<file path="config.mk">
export PLATFORM = sky130hd
export DESIGN_NAME = two_digit_counter_shift_display
export DESIGN_NICKNAME = d
export VERILOG_FILES = /design/src/hw/rtl/tdcsd_pkg.sv /design/src/hw/rtl/two_digit_counter_shift_display.sv
export SDC_FILE = /design/constraint.sdc
export NUM_CORES = 1
export LEC_CHECK = 0
export BUFFER_PORTS_ARGS = -buffer_cell sky130_fd_sc_hd__clkbuf_2
export CELL_PAD_IN_SITES_DETAIL_PLACEMENT = 1
export CELL_PAD_IN_SITES_GLOBAL_PLACEMENT = 1
export CORE_AREA = 2 2 174 176
export CTS_BUF_LIST = sky130_fd_sc_hd__clkbuf_8 sky130_fd_sc_hd__clkbuf_16
export CTS_CLUSTER_SIZE = 8
export DETAILED_ROUTE_END_ITERATION = 6
export DIE_AREA = 0 0 176 178
export HOLD_SLACK_MARGIN = 0.05
export PLACE_DENSITY = 0.42
export SETUP_SLACK_MARGIN = 0.05
export SYNTH_ARGS = -nofsm -noshare
export SYNTH_HDL_FRONTEND = slang
export SYNTH_SLANG_ARGS = --single-unit
</file>
<file path="constraint.sdc">
create_clock -name clk -period 5.1 [get_ports clk]
set_input_delay 0.765 -clock clk [delete_from_list [all_inputs] [get_ports clk]]
set_output_delay 0.765 -clock clk [all_outputs]
set_load 0.05 [all_outputs]
</file>
<file path="src/hw/rtl/tdcsd_pkg.sv">
`default_nettype none

package tdcsd_pkg;

	localparam int WORD_BITS  = 16;
	localparam int POS_W      = $clog2(WORD_BITS);
	localparam int VALUE_W    = 7;
	localparam int PERIOD_W   = 16;
	localparam int IN_DATA_W  = 8;
	localparam int OUT_DATA_W = 16;

	localparam logic [VALUE_W-1:0]  MAX_VALUE    = 7'd99;
	localparam logic [PERIOD_W-1:0] PERIOD_RESET = 16'd1000;

	typedef enum logic {
		OP_TICK = 1'b0,
		OP_SET  = 1'b1
	} opcode_t;

	typedef enum logic [1:0] {
		PH_WAIT  = 2'd0,
		PH_SHIFT = 2'd1,
		PH_LATCH = 2'd2
	} phase_t;

	// segment lines per digit, bit i drives line i of the digit byte
	localparam logic [7:0] SEG_TABLE [10] = '{
		8'hBB, 8'h0A, 8'h73, 8'h5B, 8'hCA, 8'hD9, 8'hFD, 8'h0B, 8'hFB, 8'hDF
	};

	// n in 0..99: tens by reciprocal multiply (205/2048), tens digit in the high byte
	function automatic logic [WORD_BITS-1:0] seg_encode(input logic [VALUE_W-1:0] n);
		logic [14:0]        prod;
		logic [3:0]         tens;
		logic [VALUE_W-1:0] tens_x10;
		logic [3:0]         ones;
		prod     = 15'(n) * 15'd205;
		tens     = prod[14:11];
		tens_x10 = 7'(tens) * 7'd10;
		ones     = 4'(n - tens_x10);
		return {SEG_TABLE[tens], SEG_TABLE[ones]};
	endfunction

endpackage

`default_nettype wire

</file>
<file path="src/hw/rtl/two_digit_counter_shift_display.sv">
// Two-digit counter feeding a seven-segment display through an external
// shift register.
// Input stream (s_axis_*): one item per timer tick or per set-value.
//   tuser[0] selects the kind (0 tick, 1 set-value), tdata[6:0] carries the
//   number 0..99 for a set-value. The first set-value loads the counter and
//   starts the block; later ones override the value shown in the next frame.
//   Set-values above 99 are dropped.
// Output stream (m_axis_*): exactly one item per input item, giving the
//   serial bit, shift pulse, latch pulse, frame start and shown value for
//   that tick (all pulses low on a set-value item).
// Config channel (cfg_*): writes frame_period, always ready. Write only
//   while no item is in flight.
// Each item passes through the input register, then the result register;
//   the next state is computed combinationally between them. Throughput: one
//   item per cycle while the receiver keeps m_axis_tready high.
// Reset empties both registers and resets all state; frame_period returns to 1000.
// When the receiver stalls, the result register holds and the input
// register fills, then s_axis_tready drops until the result is taken.
`default_nettype none

module two_digit_counter_shift_display (
	input  wire logic                                  clk,
	input  wire logic                                  arst_n,
	input  wire logic                                  s_axis_tvalid,
	output logic                                       s_axis_tready,
	input  wire logic [tdcsd_pkg::IN_DATA_W-1:0]       s_axis_tdata,  // [6:0] value, [7] zero
	input  wire logic [0:0]                            s_axis_tuser,  // [0] opcode
	output logic                                       m_axis_tvalid,
	input  wire logic                                  m_axis_tready,
	output logic [tdcsd_pkg::OUT_DATA_W-1:0]           m_axis_tdata,  // [0] serial_data,
	                                                                  // [1] shift_pulse,
	                                                                  // [2] latch_pulse,
	                                                                  // [3] frame_start,
	                                                                  // [10:4] shown_value
	input  wire logic                                  cfg_valid,
	output logic                                       cfg_ready,
	input  wire logic [tdcsd_pkg::PERIOD_W-1:0]        cfg_data
);

	localparam int VW = tdcsd_pkg::VALUE_W;
	localparam int PW = tdcsd_pkg::PERIOD_W;
	localparam int WB = tdcsd_pkg::WORD_BITS;
	localparam int BW = tdcsd_pkg::POS_W;

	// input register
	logic          valid_s1;
	logic          opcode_s1;
	logic [VW-1:0] value_s1;

	// output register
	logic                                m_valid_q;
	logic [tdcsd_pkg::OUT_DATA_W-1:0]    m_data_q;

	// block state
	logic [PW-1:0]      frame_period_q;
	logic               running_q,  running_d;
	logic [VW-1:0]      count_q,    count_d;
	logic               ovr_pend_q, ovr_pend_d;
	logic [VW-1:0]      ovr_num_q,  ovr_num_d;
	logic [PW-1:0]      tick_cnt_q, tick_cnt_d;
	logic [WB-1:0]      seg_word_q, seg_word_d;
	logic [BW-1:0]      bit_pos_q,  bit_pos_d;
	tdcsd_pkg::phase_t  phase_q,    phase_d;
	logic [VW-1:0]      shown_q,    shown_d;

	// result of the current item
	logic sdata, spulse, lpulse, fstart;

	logic adv;

	// stage 1 moves into the result register when that is empty or being drained
	assign adv           = valid_s1 && (!m_valid_q || m_axis_tready);
	assign s_axis_tready = !valid_s1 || adv;
	assign cfg_ready     = 1'b1;
	assign m_axis_tvalid = m_valid_q;
	assign m_axis_tdata  = m_data_q;

	always_ff @(posedge clk or negedge arst_n) begin
		if (!arst_n) begin
			valid_s1 <= 1'b0;
		end else if (s_axis_tready) begin
			valid_s1 <= s_axis_tvalid;
		end
	end

	always_ff @(posedge clk) begin
		if (s_axis_tready && s_axis_tvalid) begin
			opcode_s1 <= s_axis_tuser[0];
			value_s1  <= s_axis_tdata[VW-1:0];
		end
	end

	always_ff @(posedge clk or negedge arst_n) begin
		if (!arst_n) begin
			frame_period_q <= tdcsd_pkg::PERIOD_RESET;
		end else if (cfg_valid && cfg_ready) begin
			frame_period_q <= cfg_data;
		end
	end

	// next state and result for the item in stage 1
	always_comb begin
		logic [PW:0]        next_tick;
		logic [VW-1:0]      show;
		tdcsd_pkg::phase_t  ph_mid;
		logic [WB-1:0]      word_mid;
		logic [BW-1:0]      pos_mid;
		running_d  = running_q;
		count_d    = count_q;
		ovr_pend_d = ovr_pend_q;
		ovr_num_d  = ovr_num_q;
		tick_cnt_d = tick_cnt_q;
		seg_word_d = seg_word_q;
		bit_pos_d  = bit_pos_q;
		phase_d    = phase_q;
		shown_d    = shown_q;
		sdata      = 1'b0;
		spulse     = 1'b0;
		lpulse     = 1'b0;
		fstart     = 1'b0;
		next_tick  = {1'b0, tick_cnt_q} + {{PW{1'b0}}, 1'b1};
		show       = count_q;
		ph_mid     = phase_q;
		word_mid   = seg_word_q;
		pos_mid    = bit_pos_q;

		if (opcode_s1 == tdcsd_pkg::OP_SET) begin
			if (value_s1 <= tdcsd_pkg::MAX_VALUE) begin
				if (!running_q) begin
					count_d    = value_s1;
					running_d  = 1'b1;
					// arm so the next tick opens a frame
					tick_cnt_d = (frame_period_q == '0) ? '0
					                                    : frame_period_q - PW'(1);
				end else begin
					ovr_num_d  = value_s1;
					ovr_pend_d = 1'b1;
				end
			end
		end else begin
			if (next_tick >= {1'b0, frame_period_q}) begin
				tick_cnt_d = '0;
				if (running_q) begin
					if (ovr_pend_q) begin
						show       = ovr_num_q;
						ovr_pend_d = 1'b0;
					end
					count_d  = (count_q >= tdcsd_pkg::MAX_VALUE) ? '0 : count_q + VW'(1);
					shown_d  = show;
					word_mid = tdcsd_pkg::seg_encode(show);
					pos_mid  = BW'(WB - 1);
					ph_mid   = tdcsd_pkg::PH_SHIFT;
					fstart   = 1'b1;
				end
			end else begin
				tick_cnt_d = next_tick[PW-1:0];
			end

			seg_word_d = word_mid;
			bit_pos_d  = pos_mid;
			unique case (ph_mid)
				tdcsd_pkg::PH_SHIFT: begin
					sdata  = word_mid[pos_mid];
					spulse = 1'b1;
					if (pos_mid == '0) begin
						phase_d   = tdcsd_pkg::PH_LATCH;
						bit_pos_d = BW'(WB - 1);
					end else begin
						phase_d   = tdcsd_pkg::PH_SHIFT;
						bit_pos_d = pos_mid - BW'(1);
					end
				end
				tdcsd_pkg::PH_LATCH: begin
					lpulse  = 1'b1;
					phase_d = tdcsd_pkg::PH_WAIT;
				end
				default: begin
					phase_d = tdcsd_pkg::PH_WAIT;
				end
			endcase
		end
	end

	always_ff @(posedge clk or negedge arst_n) begin
		if (!arst_n) begin
			running_q  <= 1'b0;
			count_q    <= '0;
			ovr_pend_q <= 1'b0;
			ovr_num_q  <= '0;
			tick_cnt_q <= '0;
			seg_word_q <= '0;
			bit_pos_q  <= BW'(WB - 1);
			phase_q    <= tdcsd_pkg::PH_WAIT;
			shown_q    <= '0;
		end else if (adv) begin
			running_q  <= running_d;
			count_q    <= count_d;
			ovr_pend_q <= ovr_pend_d;
			ovr_num_q  <= ovr_num_d;
			tick_cnt_q <= tick_cnt_d;
			seg_word_q <= seg_word_d;
			bit_pos_q  <= bit_pos_d;
			phase_q    <= phase_d;
			shown_q    <= shown_d;
		end
	end

	always_ff @(posedge clk or negedge arst_n) begin
		if (!arst_n) begin
			m_valid_q <= 1'b0;
		end else if (!m_valid_q || m_axis_tready) begin
			m_valid_q <= valid_s1;
		end
	end

	always_ff @(posedge clk) begin
		if (adv) begin
			m_data_q <= {5'b0, shown_d, fstart, lpulse, spulse, sdata};
		end
	end

endmodule

`default_nettype wire

</file>
* Yosys cells after proc, flatten, opt, wreduce, memory -nomap -nowiden
Memory sizes are Yosys's and may differ from the RTL's. Cells that the tools add are included.
Word-level totals: ROM bits 256, memories 2, input bits 30, bits in latches 0, bits in registers 98, RAM bits 0, logic and storage cells 105, output and inout bits 19
Cells by class: muxes and demuxes 45, shift operators 0, reduce and logical (&&, ||, !) cells 18, $mul 2, equality and inequality tests 4, bitwise gates (word level) 5, div/mod/pow operators 0, order comparisons 6, $add $sub $neg 5
Memory list:
- (no name shown) | words 16, bits a word 8, rd ports 1, clocked after memory_dff 0, wr ports 0, RTL line tdcsd_pkg.sv:41 | return {SEG_TABLE[tens], SEG_TABLE[ones]};
- (no name shown) | words 16, bits a word 8, rd ports 1, clocked after memory_dff 0, wr ports 0, RTL line tdcsd_pkg.sv:41
Operator list (count):
- $mux W16 | 8
- $mux W7 | 13
- $mux W8 | 4
- $mux W4 | 5
- $add A16 B1 Y17 const B | 1
- $ge A17 B16 Y1 | 1
- $logic_not A16 Y1 | 1
- $sub A16 B1 Y16 const B | 1
- $mul A7 B8 Y15 const B | 1
- $ge A5 B5 Y1 const B | 2
- $mux W2 | 5
- $not A4 Y5 | 2
- $mux W1 | 9
- $reduce_and A4 Y1 | 2
- $add A7 B1 Y7 const B | 1
- $ge A7 B7 Y1 const B | 1
- $le A7 B7 Y1 const B | 1
- $reduce_and A3 Y1 | 2
- $lt A4 B5 Y1 const B | 1
- $reduce_and A5 Y1 | 1
- $bmux W1 S4 | 1
- $logic_not A4 Y1 | 1
- $mul A4 B3 Y3 const B | 1
- $reduce_bool A2 Y1 | 2
- other kinds (12) | 18

* Logic depth before layout (Yosys ltp)
word-level depth 16, mapped depth 24, gate-level depth less buffers 23

* Worst setup path after synthesis
No wires, ideal clock.
kind reg-to-reg, from register ovr_pend_q, to register seg_word_q[2], clock period less this slack 5361 ps, data arrival time 5243 ps, cell stages (with the launch flop) 25, path buffers 2, required time 4981 ps, library setup time 119 ps, slack -261 ps, path through dfrtp_1 > buf_6 > mux2i_1 > inv_1 > ha_1 > fa_1 > ha_1 > inv_1 > fa_1 > inv_1 > ha_1 > nand4_1 > a211o_1 > and2_4 > a31o_4 > or2_2 > clkbuf_1 > xnor2_1 > ha_1 > inv_1 > o31ai_4 > xnor3_2 > nand3_2 > o211ai_1 > o21a_1
Between the ends: cells in the longest elaborated chain, start to end 14
Ends and longest elaborated chain:
- start, declared | RTL line two_digit_counter_shift_display.sv:58 | logic ovr_pend_q, ovr_pend_d;
- start signal, assigned | RTL line two_digit_counter_shift_display.sv:198 | ovr_pend_q <= ovr_pend_d;
- $mux W7 * | RTL line two_digit_counter_shift_display.sv:144 | if (ovr_pend_q) begin
- $mux W7 * | RTL line two_digit_counter_shift_display.sv:143 | if (running_q) begin
- $mux W7 * | RTL line two_digit_counter_shift_display.sv:141 | if (next_tick >= {1'b0, frame_period_q}) begin
- $mux W7 * | RTL line two_digit_counter_shift_display.sv:127 | if (opcode_s1 == tdcsd_pkg::OP_SET) begin
- $mul A7 B8 Y15 | RTL line tdcsd_pkg.sv:37 | prod = 15'(n) * 15'd205;
- $mul A4 B3 Y3 | RTL line tdcsd_pkg.sv:39 | tens_x10 = 7'(tens) * 7'd10;
- $sub A4 B4 Y4 * | RTL line tdcsd_pkg.sv:40 | ones = 4'(n - tens_x10);
- $not A4 Y5 (not written as such) * | RTL line tdcsd_pkg.sv:41
- $mem_v2 Z16 W8 *
- $mux W8 (not written as such) * (2 in a row) | RTL line tdcsd_pkg.sv:41
- $mux W16 * | RTL line two_digit_counter_shift_display.sv:143
- $mux W16 * | RTL line two_digit_counter_shift_display.sv:141
- $mux W16 * | RTL line two_digit_counter_shift_display.sv:127
- end signal, assigned | RTL line two_digit_counter_shift_display.sv:201 | seg_word_q <= seg_word_d;
- end, declared | RTL line two_digit_counter_shift_display.sv:61 | logic [WB-1:0] seg_word_q, seg_word_d;
Mark *: on every way between the ends. The rest lies on a longest branch, timed or not. The select of a mux whose other input is x is not followed. A chain may end at the register's enable or synchronous reset.

* Final worst setup path
from register ovr_pend_q, to register seg_word_q[1]
Same word-level chain as after synthesis.

==> results by group <==
Synthesis
  – Synth Area in Compound Gates: 16.2%
  – Synth Instances: 675
  – EDFF count, synth: 19
  – Adder-Cell Fraction of Synth Area: 15.0%
  – Primary FF master, synth: dfrtp_1
  – Synth Area in XOR/XNOR: 4.89%
  – Largest family of logic cells by synthesized area: compound AO/OA/AOI/OAI gates
  – Seq cells post-synth: 98
  – Post-Synth Simple-Gate Area: 14.4%
  – Largest cells by area after synthesis: dfrtp_1 (26%), ha_1 (13%), edfxtp_1 (8.6%), o21ai_0 (4.1%), dfstp_2 (3.9%)
  – Synth unique cells: 75
  – Mux contribution to synthesized area: 5.20%
  – Post-synthesis average cell area: 9.87 um^2
  – Synth area leader: dfrtp_1
  – Synth Cell Area: 6660 um^2
  – Share of the synthesized area in the top cell type: 25.9%
  – Post-synthesis sequential area ratio: 38.4%
  – Yosys warns: 0
  – Post-synth ARST share: 80.6%

Finish
  – Fill cells: 3347
  – Layout area overhead: 20.7%
  – Number of inserted diodes: 0
  – Share of cells above drive strength 1: 23.4%
  – Fin nets: 844

Placement
  – Final HPWL DP: 13.3 mm
  – Gp weighted congestion: 0.739
  – # port buffers: 41

Critical path
  – Worst Path Required: 5.33 ns
  – Crit start category: flop
  – Kind of critical path: reg -> reg
  – Critical path arrival: 5.24 ns
  – Crit. End Element: flop
  – CP Max Fanout: 8

Floorplanning
  – Row count: 63
  – Core area: 29400 um^2
  – Initial Util: 22.6%
  – DIE WIDTH: 176 um
  – Die H: 178 um
  – Total die area: 31300 um^2
  – IO Count: 49

Drt
  – 1st-pass router iterations: 4
  – Post-route ant nets: 0
  – Drt drc: 0
  – Vias per cell: 4.41
  – Final wirelength: 17.3 mm
  – First-iteration detailed-routing DRC count: 191
  – Routed wire per std cell: 15.3 um
  – Routed vias: 5001

STA
  – Fin. max-slew vios: 0
  – Slew at the pin closest to its max-slew limit: 0.964 ns
  – Final Critical Period: 5.01 ns
  – Clock skew: 0.0111 ns
  – Hold slack: 0.380 ns
  – Max Fclk: 200 MHz
  – Relative slew slack: 35.7%
  – RSZ-0062 raised after global routing: true
  – Ratio of final minimum period to clock period: 98.2%
  – Final setup fails: 0
  – Endpoints failing hold: 0

CTS
  – CTS Buf Count: 9
  – CTS tree: built
  – Reg clk slew, reported paths: 0.07 ns
  – Sink Count: 98
  – Clk_lat worst skew: 0.36 ns
  – Clock buffer depth: 2
  – Root buf cell: clkbuf_16
  – Hold-fix buffers at CTS: 0
  – Htree depth: 3

Global route
  – Vias in the first global route: 5482
  – First-pass GRT wire length: 29.3 mm
  – Largest net degree at the start of global routing: 44
  – Antenna violations before repair: 0
  – GRT overflow: 0
  – Total track usage: 11.9%

Flow run
  – Max cap viols: 0

Hold path
  – Hold/Removal Path Class: in -> async

Status
  – Status: complete, no violations
[worst paths after layout]
| check | startpoint | slack [ns] | endpoint | cells after the start |
|---|---|---|---|---|
| worst max-delay path | ovr_pend_q | 0.09 | seg_word_q[1] | 21 |
| worst min-delay path | arst_n | 0.38 | shown_q[2] | 1 |
| worst max register to register | ovr_pend_q | 0.09 | seg_word_q[1] | 21 |
| worst min register to register | shown_q[4] | 0.47 | shown_q[4] | 2 |
| max in group asynchronous | arst_n | 3.73 | frame_period_q[10] | 2 |
| min in group clk | shown_q[4] | 0.47 | shown_q[4] | 2 |
[Yosys cell counts (3+ instances only)]
master	instances
a31oi_1	8
and2_1	3
a21oi_1	24
nor3b_1	3
inv_1	56
nand2b_1	18
edfxtp_1	19
ha_1	67
nand2_1	66
mux2_2	13
buf_2	7
mux4_2	4
fa_1	8
nor4_1	4
dfrtp_1	69
xnor2_1	22
nor2_1	37
o21ai_0	54
nor2b_1	5
o22ai_1	5
nand3_1	17
and3_1	7
or2_2	3
o22a_1	5
a22o_1	5
dfstp_2	10
nand4_1	3
clkbuf_1	18
xor2_1	8
buf_4	7
mux2i_1	11
nor3_1	11
or3_1	4
o21a_1	9
o211ai_1	7
a21o_1	10
[critical path, stage by stage (launching register included)]
cell and delay [ns]:
dfrtp_1 0.40, buf_12 0.16, mux2_4 0.35, ha_4 0.25
fa_1 0.44, ha_1 0.30, inv_2 0.04, fa_1 0.52
inv_2 0.05, ha_4 0.26, nand4_1 0.07, a211o_1 0.27
and2_4 0.17, a31o_4 0.23, or2_4 0.24, xnor2_2 0.13
ha_2 0.17, inv_2 0.06, o31ai_4 0.06, xnor3_2 0.31
nand2_4 0.07, o32a_1 0.33
[sequential cells by signal, summed over array words and instances (netlist names), 2 cells and up]
signal,count
frame_period_q,16
ovr_num_q,7
shown_q,7
tick_cnt_q,16
m_axis_tdata,11
seg_word_q,16
value_s1,7
phase_q,2
bit_pos_q,4
count_q,7
[placed cells by master (no fill, tap or decap), types with 8 or more instances in the layout]
| cell | synthesis | layout |
|---|---|---|
| inv_1 | 56 | 49 |
| a21o_1 | 10 | 10 |
| o21ai_0 | 54 | 53 |
| ha_1 | 67 | 60 |
| inv_2 | 1 | 8 |
| nor2_1 | 37 | 36 |
| a31oi_1 | 8 | 8 |
| fa_1 | 8 | 8 |
| a21oi_1 | 24 | 24 |
| nand3_1 | 17 | 17 |
| nand2_1 | 66 | 66 |
| o21a_1 | 9 | 9 |
| nand2b_1 | 18 | 18 |
| clkbuf_2 | 0 | 40 |
| xnor2_1 | 22 | 20 |
| mux2_2 | 13 | 11 |
| clkbuf_16 | 0 | 10 |
| buf_4 | 7 | 42 |
| dfstp_2 | 10 | 10 |
| edfxtp_1 | 19 | 19 |
| nor3_1 | 11 | 11 |
| dfrtp_1 | 69 | 69 |
[per-stage QoR]
step | util [%] | area [um^2] | setup WS [ns] | setup TNS, ns | instances
after floorplan | - | 6770 | 0.0527 | 0 | 679
after global placement | 25.8 | 7580 | -0.0797 | -0.0867 | 1113
after detailed placement | 25.8 | 7580 | -0.148 | -0.403 | 1113
after CTS | 27.2 | 8000 | 0.00398 | 0 | 1134
after global routing | 27.3 | 8040 | -0.115 | -0.492 | 1134
final | 27.3 | 8040 | 0.0899 | 0 | 1134
[logic make-up after synthesis]
kind of cell / Yosys count
AO/OA/AOI/OAI: 154
XOR/XNOR: 33
adder cells (fa/ha/maj): 75
buffers and inverters: 91
flip-flops: 98
multiplexers: 28
other: 2
AND/OR/NAND/NOR: 194
[metal layers]
metal / global-route usage [%] / wire length (um) / vias up
li1: - / - / 2482
met1: 15.9 / 8670 / 2455
met2: 20.0 / 8090 / 51
met3: 2.15 / 410 / 13
met4: 2.79 / 174 / 0
met5: 0 / 0 / -
[area by class of cell]
type / count / area, um^2 / share of cell area (%)
well taps: 390 / 488 / 6.07
repair buffers: 83 / 536 / 6.66
inverters: 57 / 214 / 2.66
multi-input cells: 490 / 3920 / 48.8
flip-flops and latches: 98 / 2560 / 31.8
clock inverters: 6 / 68.8 / 0.856
clock buffers: 10 / 250 / 3.11
[repair_timing]
action	in CTS	in global routing
pin swaps	16	5
endpoints found under the setup margin	10	12
setup buffers	5	0
resized for setup	15	7
Power is not shown: default switching activity piles up to over one toggle a cycle in this logic, so the estimate is an artifact.
